## config.mk

```make
export PLATFORM = sky130hd
export DESIGN_NAME = job_sorted_insert_queue
export DESIGN_NICKNAME = d
export VERILOG_FILES = /design/src/jsiq_pkg.sv /design/src/jsiq_mem.sv /design/src/jsiq_keycmp.sv /design/src/job_sorted_insert_queue.sv
export SDC_FILE = /design/constraint.sdc
export NUM_CORES = 2
export LEC_CHECK = 0
export ABC_AREA = 1
export BUFFER_PORTS_ARGS = -buffer_cell sky130_fd_sc_hd__buf_2
export CAP_MARGIN = 25
export CORE_ASPECT_RATIO = 0.7
export CORE_UTILIZATION = 55
export CTS_BUF_LIST = sky130_fd_sc_hd__clkbuf_8
export DETAILED_ROUTE_END_ITERATION = 8
export HOLD_SLACK_MARGIN = 0.1
export PLACE_DENSITY = 0.8
export SYNTH_ARGS = -nofsm -noshare
export SYNTH_HDL_FRONTEND = slang
export SYNTH_HIERARCHICAL = 1
export SYNTH_SLANG_ARGS = --single-unit
```

## constraint.sdc

```tcl
create_clock -name clock -period 7.6 [get_ports clock]
set_input_delay 0.76 -clock clock [delete_from_list [all_inputs] [get_ports clock]]
set_output_delay 0.76 -clock clock [all_outputs]
set_load 0.02 [all_outputs]
```

## src/jsiq_pkg.sv

```systemverilog
package jsiq_pkg;

   localparam int OPCODE_W = 3;
   localparam int HANDLE_W = 16;
   localparam int TIME_W   = 32;
   localparam int POS_W    = 4;
   localparam int STATUS_W = 2;
   localparam int OCC_W    = 5;
   localparam int KEY_W    = TIME_W + 1;

   localparam logic [OPCODE_W-1:0] OP_INSERT = 3'd0;
   localparam logic [OPCODE_W-1:0] OP_APPEND = 3'd1;
   localparam logic [OPCODE_W-1:0] OP_POP    = 3'd2;
   localparam logic [OPCODE_W-1:0] OP_READ   = 3'd3;
   localparam logic [OPCODE_W-1:0] OP_CLEAR  = 3'd4;

   localparam logic [STATUS_W-1:0] STAT_OK    = 2'd0;
   localparam logic [STATUS_W-1:0] STAT_EMPTY = 2'd1;
   localparam logic [STATUS_W-1:0] STAT_FULL  = 2'd2;

   typedef struct packed {
      logic [OPCODE_W-1:0] opcode;
      logic [HANDLE_W-1:0] job_handle;
      logic [TIME_W-1:0]   submit_time;
      logic [TIME_W-1:0]   start_time;
      logic [POS_W-1:0]    position;
   } req_type;

   typedef struct packed {
      logic [STATUS_W-1:0] status;
      logic [HANDLE_W-1:0] out_handle;
      logic [TIME_W-1:0]   out_submit;
      logic [TIME_W-1:0]   out_start;
      logic [OCC_W-1:0]    occupancy;
   } rsp_type;

   typedef struct packed {
      logic [HANDLE_W-1:0] handle;
      logic [TIME_W-1:0]   submit;
      logic [TIME_W-1:0]   start;
   } slot_type;

   typedef enum logic [3:0] {
      ST_IDLE,
      ST_SCAN,
      ST_SHIFT_PRE,
      ST_SHIFT,
      ST_PUT,
      ST_POP_CAP,
      ST_POP_SH,
      ST_READ_CAP,
      ST_RESP
   } state_type;

endpackage

```

## src/jsiq_mem.sv

```systemverilog
module jsiq_mem #(
   parameter int DEPTH = 16,
   parameter int IDX_W = 4
) (
   input  logic               clock,
   input  logic               wr_en,
   input  logic [IDX_W-1:0]   wr_addr,
   input  jsiq_pkg::slot_type wr_data,
   input  logic [IDX_W-1:0]   rd_addr,
   output jsiq_pkg::slot_type rd_data
);
   import jsiq_pkg::*;

   slot_type mem_ff [DEPTH];
   slot_type rd_data_ff;

   always_ff @(posedge clock) begin
      if (wr_en) begin
         mem_ff[wr_addr] <= wr_data;
      end
   end

   // registered read, old data on a same-address write
   always_ff @(posedge clock) begin
      rd_data_ff <= mem_ff[rd_addr];
   end

   assign rd_data = rd_data_ff;

endmodule

```

## src/jsiq_keycmp.sv

```systemverilog
module jsiq_keycmp (
   input  jsiq_pkg::slot_type cand_job,
   input  jsiq_pkg::slot_type stored_job,
   output logic               cand_gt
);
   import jsiq_pkg::*;

   logic [KEY_W-1:0] cand_key;
   logic [KEY_W-1:0] stored_key;

   // full-width key, no wrap
   assign cand_key   = {1'b0, cand_job.submit} + {1'b0, cand_job.start};
   assign stored_key = {1'b0, stored_job.submit} + {1'b0, stored_job.start};
   assign cand_gt    = cand_key > stored_key;

endmodule

```

## src/job_sorted_insert_queue.sv

```systemverilog
// insert scans for its place, shifts later slots up where needed and writes the job; append
// writes at the tail; pop takes the head and shifts the rest down; read-at takes one slot;
// clear, unused opcodes and rejects go straight to the result, held while the last one stalls
// throughput: one operation at a time, the next beat is taken in the cycle after the result is loaded;
// the slot memory port and the single key comparator walk the queue one slot per cycle
// reset: synchronous, clears the count, sequencer and output valid; slot memory is not cleared
module job_sorted_insert_queue #(
   parameter int QUEUE_DEPTH = 16
) (
   input  logic              clock,
   input  logic              reset,
   input  logic              req_valid,
   output logic              req_stall,
   input  jsiq_pkg::req_type req_data,
   output logic              rsp_valid,
   input  logic              rsp_stall,
   output jsiq_pkg::rsp_type rsp_data
);
   import jsiq_pkg::*;

   localparam int IW   = (QUEUE_DEPTH > 1) ? $clog2(QUEUE_DEPTH) : 1;
   localparam int CW   = $clog2(QUEUE_DEPTH + 1);
   localparam int CMPW = (CW > POS_W) ? CW : POS_W;

   state_type         state_ff, state_in;
   logic [CW-1:0]     cnt_ff, cnt_in;
   logic [CW-1:0]     idx_ff, idx_in;
   logic [IW-1:0]     put_ff, put_in;
   req_type           job_ff, job_in;
   logic [STATUS_W-1:0] status_ff, status_in;
   slot_type          res_ff, res_in;
   logic              rsp_valid_ff, rsp_valid_in;
   rsp_type           rsp_data_ff, rsp_data_in;

   logic              mem_we;
   logic [IW-1:0]     mem_waddr;
   slot_type          mem_wdata;
   logic [IW-1:0]     mem_raddr;
   slot_type          mem_rdata;
   slot_type          job_slot;
   logic              key_gt;

   logic              accept;
   logic              out_free;
   logic              cnt_full;
   logic              pos_ok;
   logic [CW-1:0]     idx_nx;
   logic [CW-1:0]     idx_dec;
   logic [CW-1:0]     idx_dec2;
   logic [CW-1:0]     cnt_dec;
   logic [CW-1:0]     cnt_inc;
   logic [IW+POS_W-1:0] pos_wide;
   logic [CW+OCC_W-1:0] cnt_wide;

   jsiq_mem #(
      .DEPTH (QUEUE_DEPTH),
      .IDX_W (IW)
   ) u_mem (
      .clock   (clock),
      .wr_en   (mem_we),
      .wr_addr (mem_waddr),
      .wr_data (mem_wdata),
      .rd_addr (mem_raddr),
      .rd_data (mem_rdata)
   );

   jsiq_keycmp u_keycmp (
      .cand_job   (job_slot),
      .stored_job (mem_rdata),
      .cand_gt    (key_gt)
   );

   assign job_slot = '{handle: job_ff.job_handle, submit: job_ff.submit_time,
                       start: job_ff.start_time};

   assign accept   = req_valid && !req_stall;
   assign out_free = !rsp_valid_ff || !rsp_stall;
   assign cnt_full = cnt_ff == CW'(QUEUE_DEPTH);
   assign pos_ok   = CMPW'(req_data.position) < CMPW'(cnt_ff);
   assign idx_nx   = idx_ff + CW'(1);
   assign idx_dec  = idx_ff - CW'(1);
   assign idx_dec2 = idx_ff - CW'(2);
   assign cnt_dec  = cnt_ff - CW'(1);
   assign cnt_inc  = cnt_ff + CW'(1);
   assign pos_wide = {{IW{1'b0}}, req_data.position};
   assign cnt_wide = {{OCC_W{1'b0}}, cnt_ff};

   // next state
   always_comb begin
      state_in = state_ff;
      unique case (state_ff)
         ST_IDLE: begin
            if (accept) begin
               unique case (req_data.opcode)
                  OP_INSERT: begin
                     if (cnt_full) begin
                        state_in = ST_RESP;
                     end else if (cnt_ff == '0) begin
                        state_in = ST_PUT;
                     end else begin
                        state_in = ST_SCAN;
                     end
                  end
                  OP_APPEND: state_in = cnt_full ? ST_RESP : ST_PUT;
                  OP_POP:    state_in = (cnt_ff == '0) ? ST_RESP : ST_POP_CAP;
                  OP_READ:   state_in = pos_ok ? ST_READ_CAP : ST_RESP;
                  default:   state_in = ST_RESP;
               endcase
            end
         end
         ST_SCAN: begin
            if (!key_gt) begin
               state_in = ST_SHIFT_PRE;
            end else if (idx_nx == cnt_ff) begin
               state_in = ST_PUT;
            end
         end
         ST_SHIFT_PRE: state_in = ST_SHIFT;
         ST_SHIFT: begin
            if (idx_dec == CW'(put_ff)) begin
               state_in = ST_PUT;
            end
         end
         ST_PUT: state_in = ST_RESP;
         ST_POP_CAP: begin
            state_in = (cnt_ff == CW'(1)) ? ST_RESP : ST_POP_SH;
         end
         ST_POP_SH: begin
            if (idx_nx == cnt_ff) begin
               state_in = ST_RESP;
            end
         end
         ST_READ_CAP: state_in = ST_RESP;
         ST_RESP: begin
            if (out_free) begin
               state_in = ST_IDLE;
            end
         end
         default: state_in = ST_IDLE;
      endcase
   end

   // outputs and datapath
   always_comb begin
      req_stall    = 1'b1;
      cnt_in       = cnt_ff;
      idx_in       = idx_ff;
      put_in       = put_ff;
      job_in       = job_ff;
      status_in    = status_ff;
      res_in       = res_ff;
      rsp_valid_in = rsp_valid_ff && rsp_stall;
      rsp_data_in  = rsp_data_ff;
      mem_we       = 1'b0;
      mem_waddr    = put_ff;
      mem_wdata    = job_slot;
      mem_raddr    = '0;
      unique case (state_ff)
         ST_IDLE: begin
            req_stall = 1'b0;
            // head is read ahead for pop and scan
            mem_raddr = (req_data.opcode == OP_READ) ? pos_wide[IW-1:0] : '0;
            if (accept) begin
               job_in    = req_data;
               status_in = STAT_OK;
               res_in    = '0;
               idx_in    = '0;
               put_in    = cnt_ff[IW-1:0];
               unique case (req_data.opcode)
                  OP_INSERT, OP_APPEND: begin
                     if (cnt_full) begin
                        status_in = STAT_FULL;
                     end
                  end
                  OP_POP: begin
                     if (cnt_ff == '0) begin
                        status_in = STAT_EMPTY;
                     end
                  end
                  OP_READ: begin
                     if (!pos_ok) begin
                        status_in = STAT_EMPTY;
                     end
                  end
                  OP_CLEAR: cnt_in = '0;
                  default: ;
               endcase
            end
         end
         ST_SCAN: begin
            mem_raddr = idx_nx[IW-1:0];
            if (key_gt) begin
               idx_in = idx_nx;
               put_in = cnt_ff[IW-1:0];
            end else begin
               put_in = idx_ff[IW-1:0];
            end
         end
         ST_SHIFT_PRE: begin
            mem_raddr = cnt_dec[IW-1:0];
            idx_in    = cnt_ff;
         end
         ST_SHIFT: begin
            // slot idx-1 moves up to idx, fetch idx-2 for the next step
            mem_we    = 1'b1;
            mem_waddr = idx_ff[IW-1:0];
            mem_wdata = mem_rdata;
            mem_raddr = idx_dec2[IW-1:0];
            idx_in    = idx_dec;
         end
         ST_PUT: begin
            mem_we = 1'b1;
            cnt_in = cnt_inc;
         end
         ST_POP_CAP: begin
            res_in    = mem_rdata;
            mem_raddr = idx_nx[IW-1:0];
            idx_in    = idx_nx;
            if (cnt_ff == CW'(1)) begin
               cnt_in = cnt_dec;
            end
         end
         ST_POP_SH: begin
            mem_we    = 1'b1;
            mem_waddr = idx_dec[IW-1:0];
            mem_wdata = mem_rdata;
            mem_raddr = idx_nx[IW-1:0];
            idx_in    = idx_nx;
            if (idx_nx == cnt_ff) begin
               cnt_in = cnt_dec;
            end
         end
         ST_READ_CAP: res_in = mem_rdata;
         ST_RESP: begin
            if (out_free) begin
               rsp_valid_in           = 1'b1;
               rsp_data_in.status     = status_ff;
               rsp_data_in.out_handle = res_ff.handle;
               rsp_data_in.out_submit = res_ff.submit;
               rsp_data_in.out_start  = res_ff.start;
               rsp_data_in.occupancy  = cnt_wide[OCC_W-1:0];
            end
         end
         default: ;
      endcase
   end

   always_ff @(posedge clock) begin
      if (reset) begin
         state_ff     <= ST_IDLE;
         cnt_ff       <= '0;
         idx_ff       <= '0;
         rsp_valid_ff <= 1'b0;
      end else begin
         state_ff     <= state_in;
         cnt_ff       <= cnt_in;
         idx_ff       <= idx_in;
         rsp_valid_ff <= rsp_valid_in;
      end
   end

   always_ff @(posedge clock) begin
      put_ff      <= put_in;
      job_ff      <= job_in;
      status_ff   <= status_in;
      res_ff      <= res_in;
      rsp_data_ff <= rsp_data_in;
   end

   assign rsp_valid = rsp_valid_ff;
   assign rsp_data  = rsp_data_ff;

   a_cnt_bound: assert property (@(posedge clock) disable iff (reset)
      cnt_ff <= CW'(QUEUE_DEPTH))
      else $error("job count above queue depth");

   a_cnt_origin: assert property (@(posedge clock) disable iff (reset)
      (cnt_ff != $past(cnt_ff)) |->
         ($past(state_ff) == ST_PUT || $past(state_ff) == ST_POP_CAP ||
          $past(state_ff) == ST_POP_SH || $past(state_ff) == ST_IDLE ||
          $past(reset)))
      else $error("job count changed outside put, pop or clear");

   a_rsp_origin: assert property (@(posedge clock) disable iff (reset)
      $rose(rsp_valid_ff) |-> ($past(state_ff) == ST_RESP))
      else $error("result raised outside response state");

endmodule
```

==> impl_metrics.env <==
export IMPL_slew_viol_final=0
export IMPL_avgSynthCellArea_um2=9.91
export IMPL_reg2regPathDepth=25
export IMPL_dp_hpwl_um=120000
export IMPL_drc=4
export IMPL_finalSetupTns_ps=0
export IMPL_layout_commonest_cell="nand2_1"
export IMPL_period_share=0.604
export IMPL_hold_viol=0
export IMPL_synth_edff_count=1533
export IMPL_rsz0062_at_grt="no"
export IMPL_vias=53000
export IMPL_fmax_ghz=0.218
export IMPL_yosys_area_share_simple=0.214
export IMPL_synth_cells=7346
export IMPL_drive_above_1_share=0.0848
export IMPL_gp_congestion=0.962
export IMPL_p_per_area_nw_per_um2=288
export IMPL_rows=111
export IMPL_irDropWorstVdd_uv=192
export IMPL_grt_start_max_net_pins=206
export IMPL_cts_buffer_depth=3
export IMPL_clk_latency_ps=970
export IMPL_p_leak_nw=36.1
export IMPL_synth_adder_area_share=0.0193
export IMPL_switching_share=0.340
export IMPL_max_cap_violations=0
export IMPL_hold_class="primary input to flop"
export IMPL_synthMuxAreaShare=0
export IMPL_yosysSeqAreaShare=0.659
export IMPL_period_needed_ps=4590
export IMPL_net_switching_power_w=0.00793
export IMPL_grt_overflow=0
export IMPL_drtAntennaViolNets=0
export IMPL_grt_pass1_wl_um=300000
export IMPL_pwr_share_comb=0.250
export IMPL_grt_pass1_vias=50400
export IMPL_track_usage=0.297
export IMPL_h_tree_depth=4
export IMPL_synth_compound_area_frac=0.0137
export IMPL_maxSlewHeadroom=0.238
export IMPL_dp_cells=9096
export IMPL_layout_common_cells="nand2_1 (2404), edfxtp_1 (1533), inv_1 (1437)"
export IMPL_status="complete, but fails checks"
export IMPL_root_buffer="clkbuf_8"
export IMPL_async_flop_share=0
export IMPL_violations="design-rule violations"
export IMPL_ys_types=40
export IMPL_worst_setup_path_start_kind="flop"
export IMPL_required_ps=8490
export IMPL_path_class="flop to flop"
export IMPL_synth_top_family_by_area="simple AND/OR/NAND/NOR gates"
export IMPL_ios=180
export IMPL_numCtsBuffers=226
export IMPL_worstSetupEndpointType="flop"
export IMPL_numClockSinks=1628
export IMPL_layout_cells_non_filler=9607
export IMPL_holdPathStages=4
export IMPL_die_h_um=306
export IMPL_synth_seq_cells=1628
export IMPL_start_util=0.555
export IMPL_cp_arrival_ps=5490
export IMPL_cts_resized=0
export IMPL_worstPathMaxFanout=10
export IMPL_power_frac_clock=0.279
export IMPL_cts_tree="yes"
export IMPL_ys_flop_type="edfxtp_1"
export IMPL_fin_skew_ps=80.7
export IMPL_via_per_inst=5.52
export IMPL_grt_antenna_before_repair=4
export IMPL_worst_pin_slew_ps=1140
export IMPL_cts_setup_buffers=0
export IMPL_dieArea_um2=134000
export IMPL_seq_power_share=0.470
export IMPL_dr_pass1_iters=9
export IMPL_yosys_warnings=6
export IMPL_syn_num_nets=7548
export IMPL_nFillCells=10000
export IMPL_io_buffers=179
export IMPL_setup_viol=0
export IMPL_synth_xor_area_frac=0.00421
export IMPL_coreArea_um2=131000
export IMPL_fp_dieW_um=437
export IMPL_wl_um=201000
export IMPL_drt_initial_drc_count=7864
export IMPL_syn_area_um2=72800
export IMPL_p_int_w=0.0154
export IMPL_nNetsFinal=7871
export IMPL_syn2layout_area_growth_pct=11.3
export IMPL_path_clk_slew_ps=70
export IMPL_wl_per_cell_um=20.9
## layer usage
| layer | vias up | wire, um | GRT usage |
|---|---|---|---|
| met1 | 24900 | 79500 | 0.417 |
| met3 | 540 | 24000 | 0.0614 |
| met4 | 6 | 8330 | 0.128 |
| met2 | 3330 | 89400 | 0.448 |
| li1 | 24300 | - | - |
| met5 | - | 34 | 0 |
## sequential cells by signal, indices dropped and copies added, names as in the netlist
| register | count |
|---|---|
| job_ff | 80 |
| res_ff | 80 |
| idx_ff | 5 |
| u_mem/mem_ff | 1280 |
| put_ff | 4 |
| state_ff | 4 |
| cnt_ff | 5 |
| rsp_data | 87 |
| rsp_valid | 1 |
| status_ff | 2 |
| u_mem/rd_data | 80 |
## final timing paths
kind,startpoint,end,slack [ps]
min,req_data[85],status_ff[1],300
max,job_ff[4],idx_ff[1],3010
max reg2reg,job_ff[4],idx_ff[1],3010
min reg2reg,res_ff[52],rsp_data[57],410
## layout make-up
class	count	area [um2]	area share
multi-input cells	4069	18500	0.228
repair buffers	390	2970	0.0367
clock buffers	238	3280	0.0404
diodes	1	2.50	0.0000309
well taps	1751	2190	0.0271
flip-flops and latches	1628	47900	0.592
clock inverters	176	1020	0.0126
inverters	1354	5100	0.0630
## cell usage after synthesis, drive strengths merged, types with 4 or more instances
cell | n | area share
xor2 | 21 | 0.0025
and3 | 6 | 0.00052
nor2 | 228 | 0.012
ha | 109 | 0.019
dfxtp | 95 | 0.026
nand2 | 2427 | 0.13
a21oi | 62 | 0.0043
xnor2 | 14 | 0.0017
nand4 | 11 | 0.00095
nand3 | 1043 | 0.072
o221ai | 7 | 0.00084
o21ai | 99 | 0.0069
inv | 1354 | 0.070
edfxtp | 1533 | 0.63
nand3b | 10 | 0.0010
nor3 | 9 | 0.00062
or2 | 4 | 0.00034
o21bai | 6 | 0.00067
clkbuf | 63 | 0.0032
buf | 232 | 0.017
## through the flow
stage / worst slack, ps / area (um2) / utilization / power, W / hold WS [ps]
CTS: 3110 / 80800 / 0.617 / 0.0232 / 206
global route: 2630 / 81000 / 0.618 / 0.0243 / 301
detailed placement: 3090 / 75700 / 0.577 / 0.0167 / 405
global placement: 3180 / 75500 / 0.576 / 0.0166 / 403
finish: 3010 / 81000 / 0.618 / 0.0233 / 296
floorplan: 499 / 72800 / - / 0.0148 / 400
## power by group through the flow
stage          clock network (W)  logic (W)  registers [W]
2_1_floorplan                  0    0.00378         0.0110
3_3_place_gp                   0    0.00544         0.0111
3_5_place_dp                   0    0.00558         0.0111
4_1_cts                  0.00656    0.00565         0.0110
5_1_grt                  0.00693    0.00640         0.0110
6_report                 0.00652    0.00584         0.0110
## critical path, cell delays in order, from the launching register on
cell and delay [ps]:
edfxtp_1 450, ha_1 300, fa_1 480, nand3_1 110, nand3_1 160, nand3_1 130
nand3_1 210, nand2_1 170, nand2_1 60, nand2_1 60, nand2_1 60, ha_1 300
nand2_1 80, nor2_1 130, nand2_1 130, nor2_1 160, nand2_1 70, nand2_1 60
nor2_1 40, a21oi_1 520, inv_1 120, nand2_2 210, nand3_2 180, inv_2 120
nand2_1 60, a21oi_1 120
## repair_timing
item	4_1_cts	5_1_grt
hold buffers	83	0
hold endpoints to repair	89	0
setup endpoints to repair	0	0
## cells by family after synthesis
logic type | Yosys count
adders and majority gates | 111
DFF | 1628
AOI/OAI and AO/OA | 183
xor gates and xnor gates | 35
buffers and inverters | 1649
and+or+nand+nor | 3740
(Power assumes the default switching activity.)
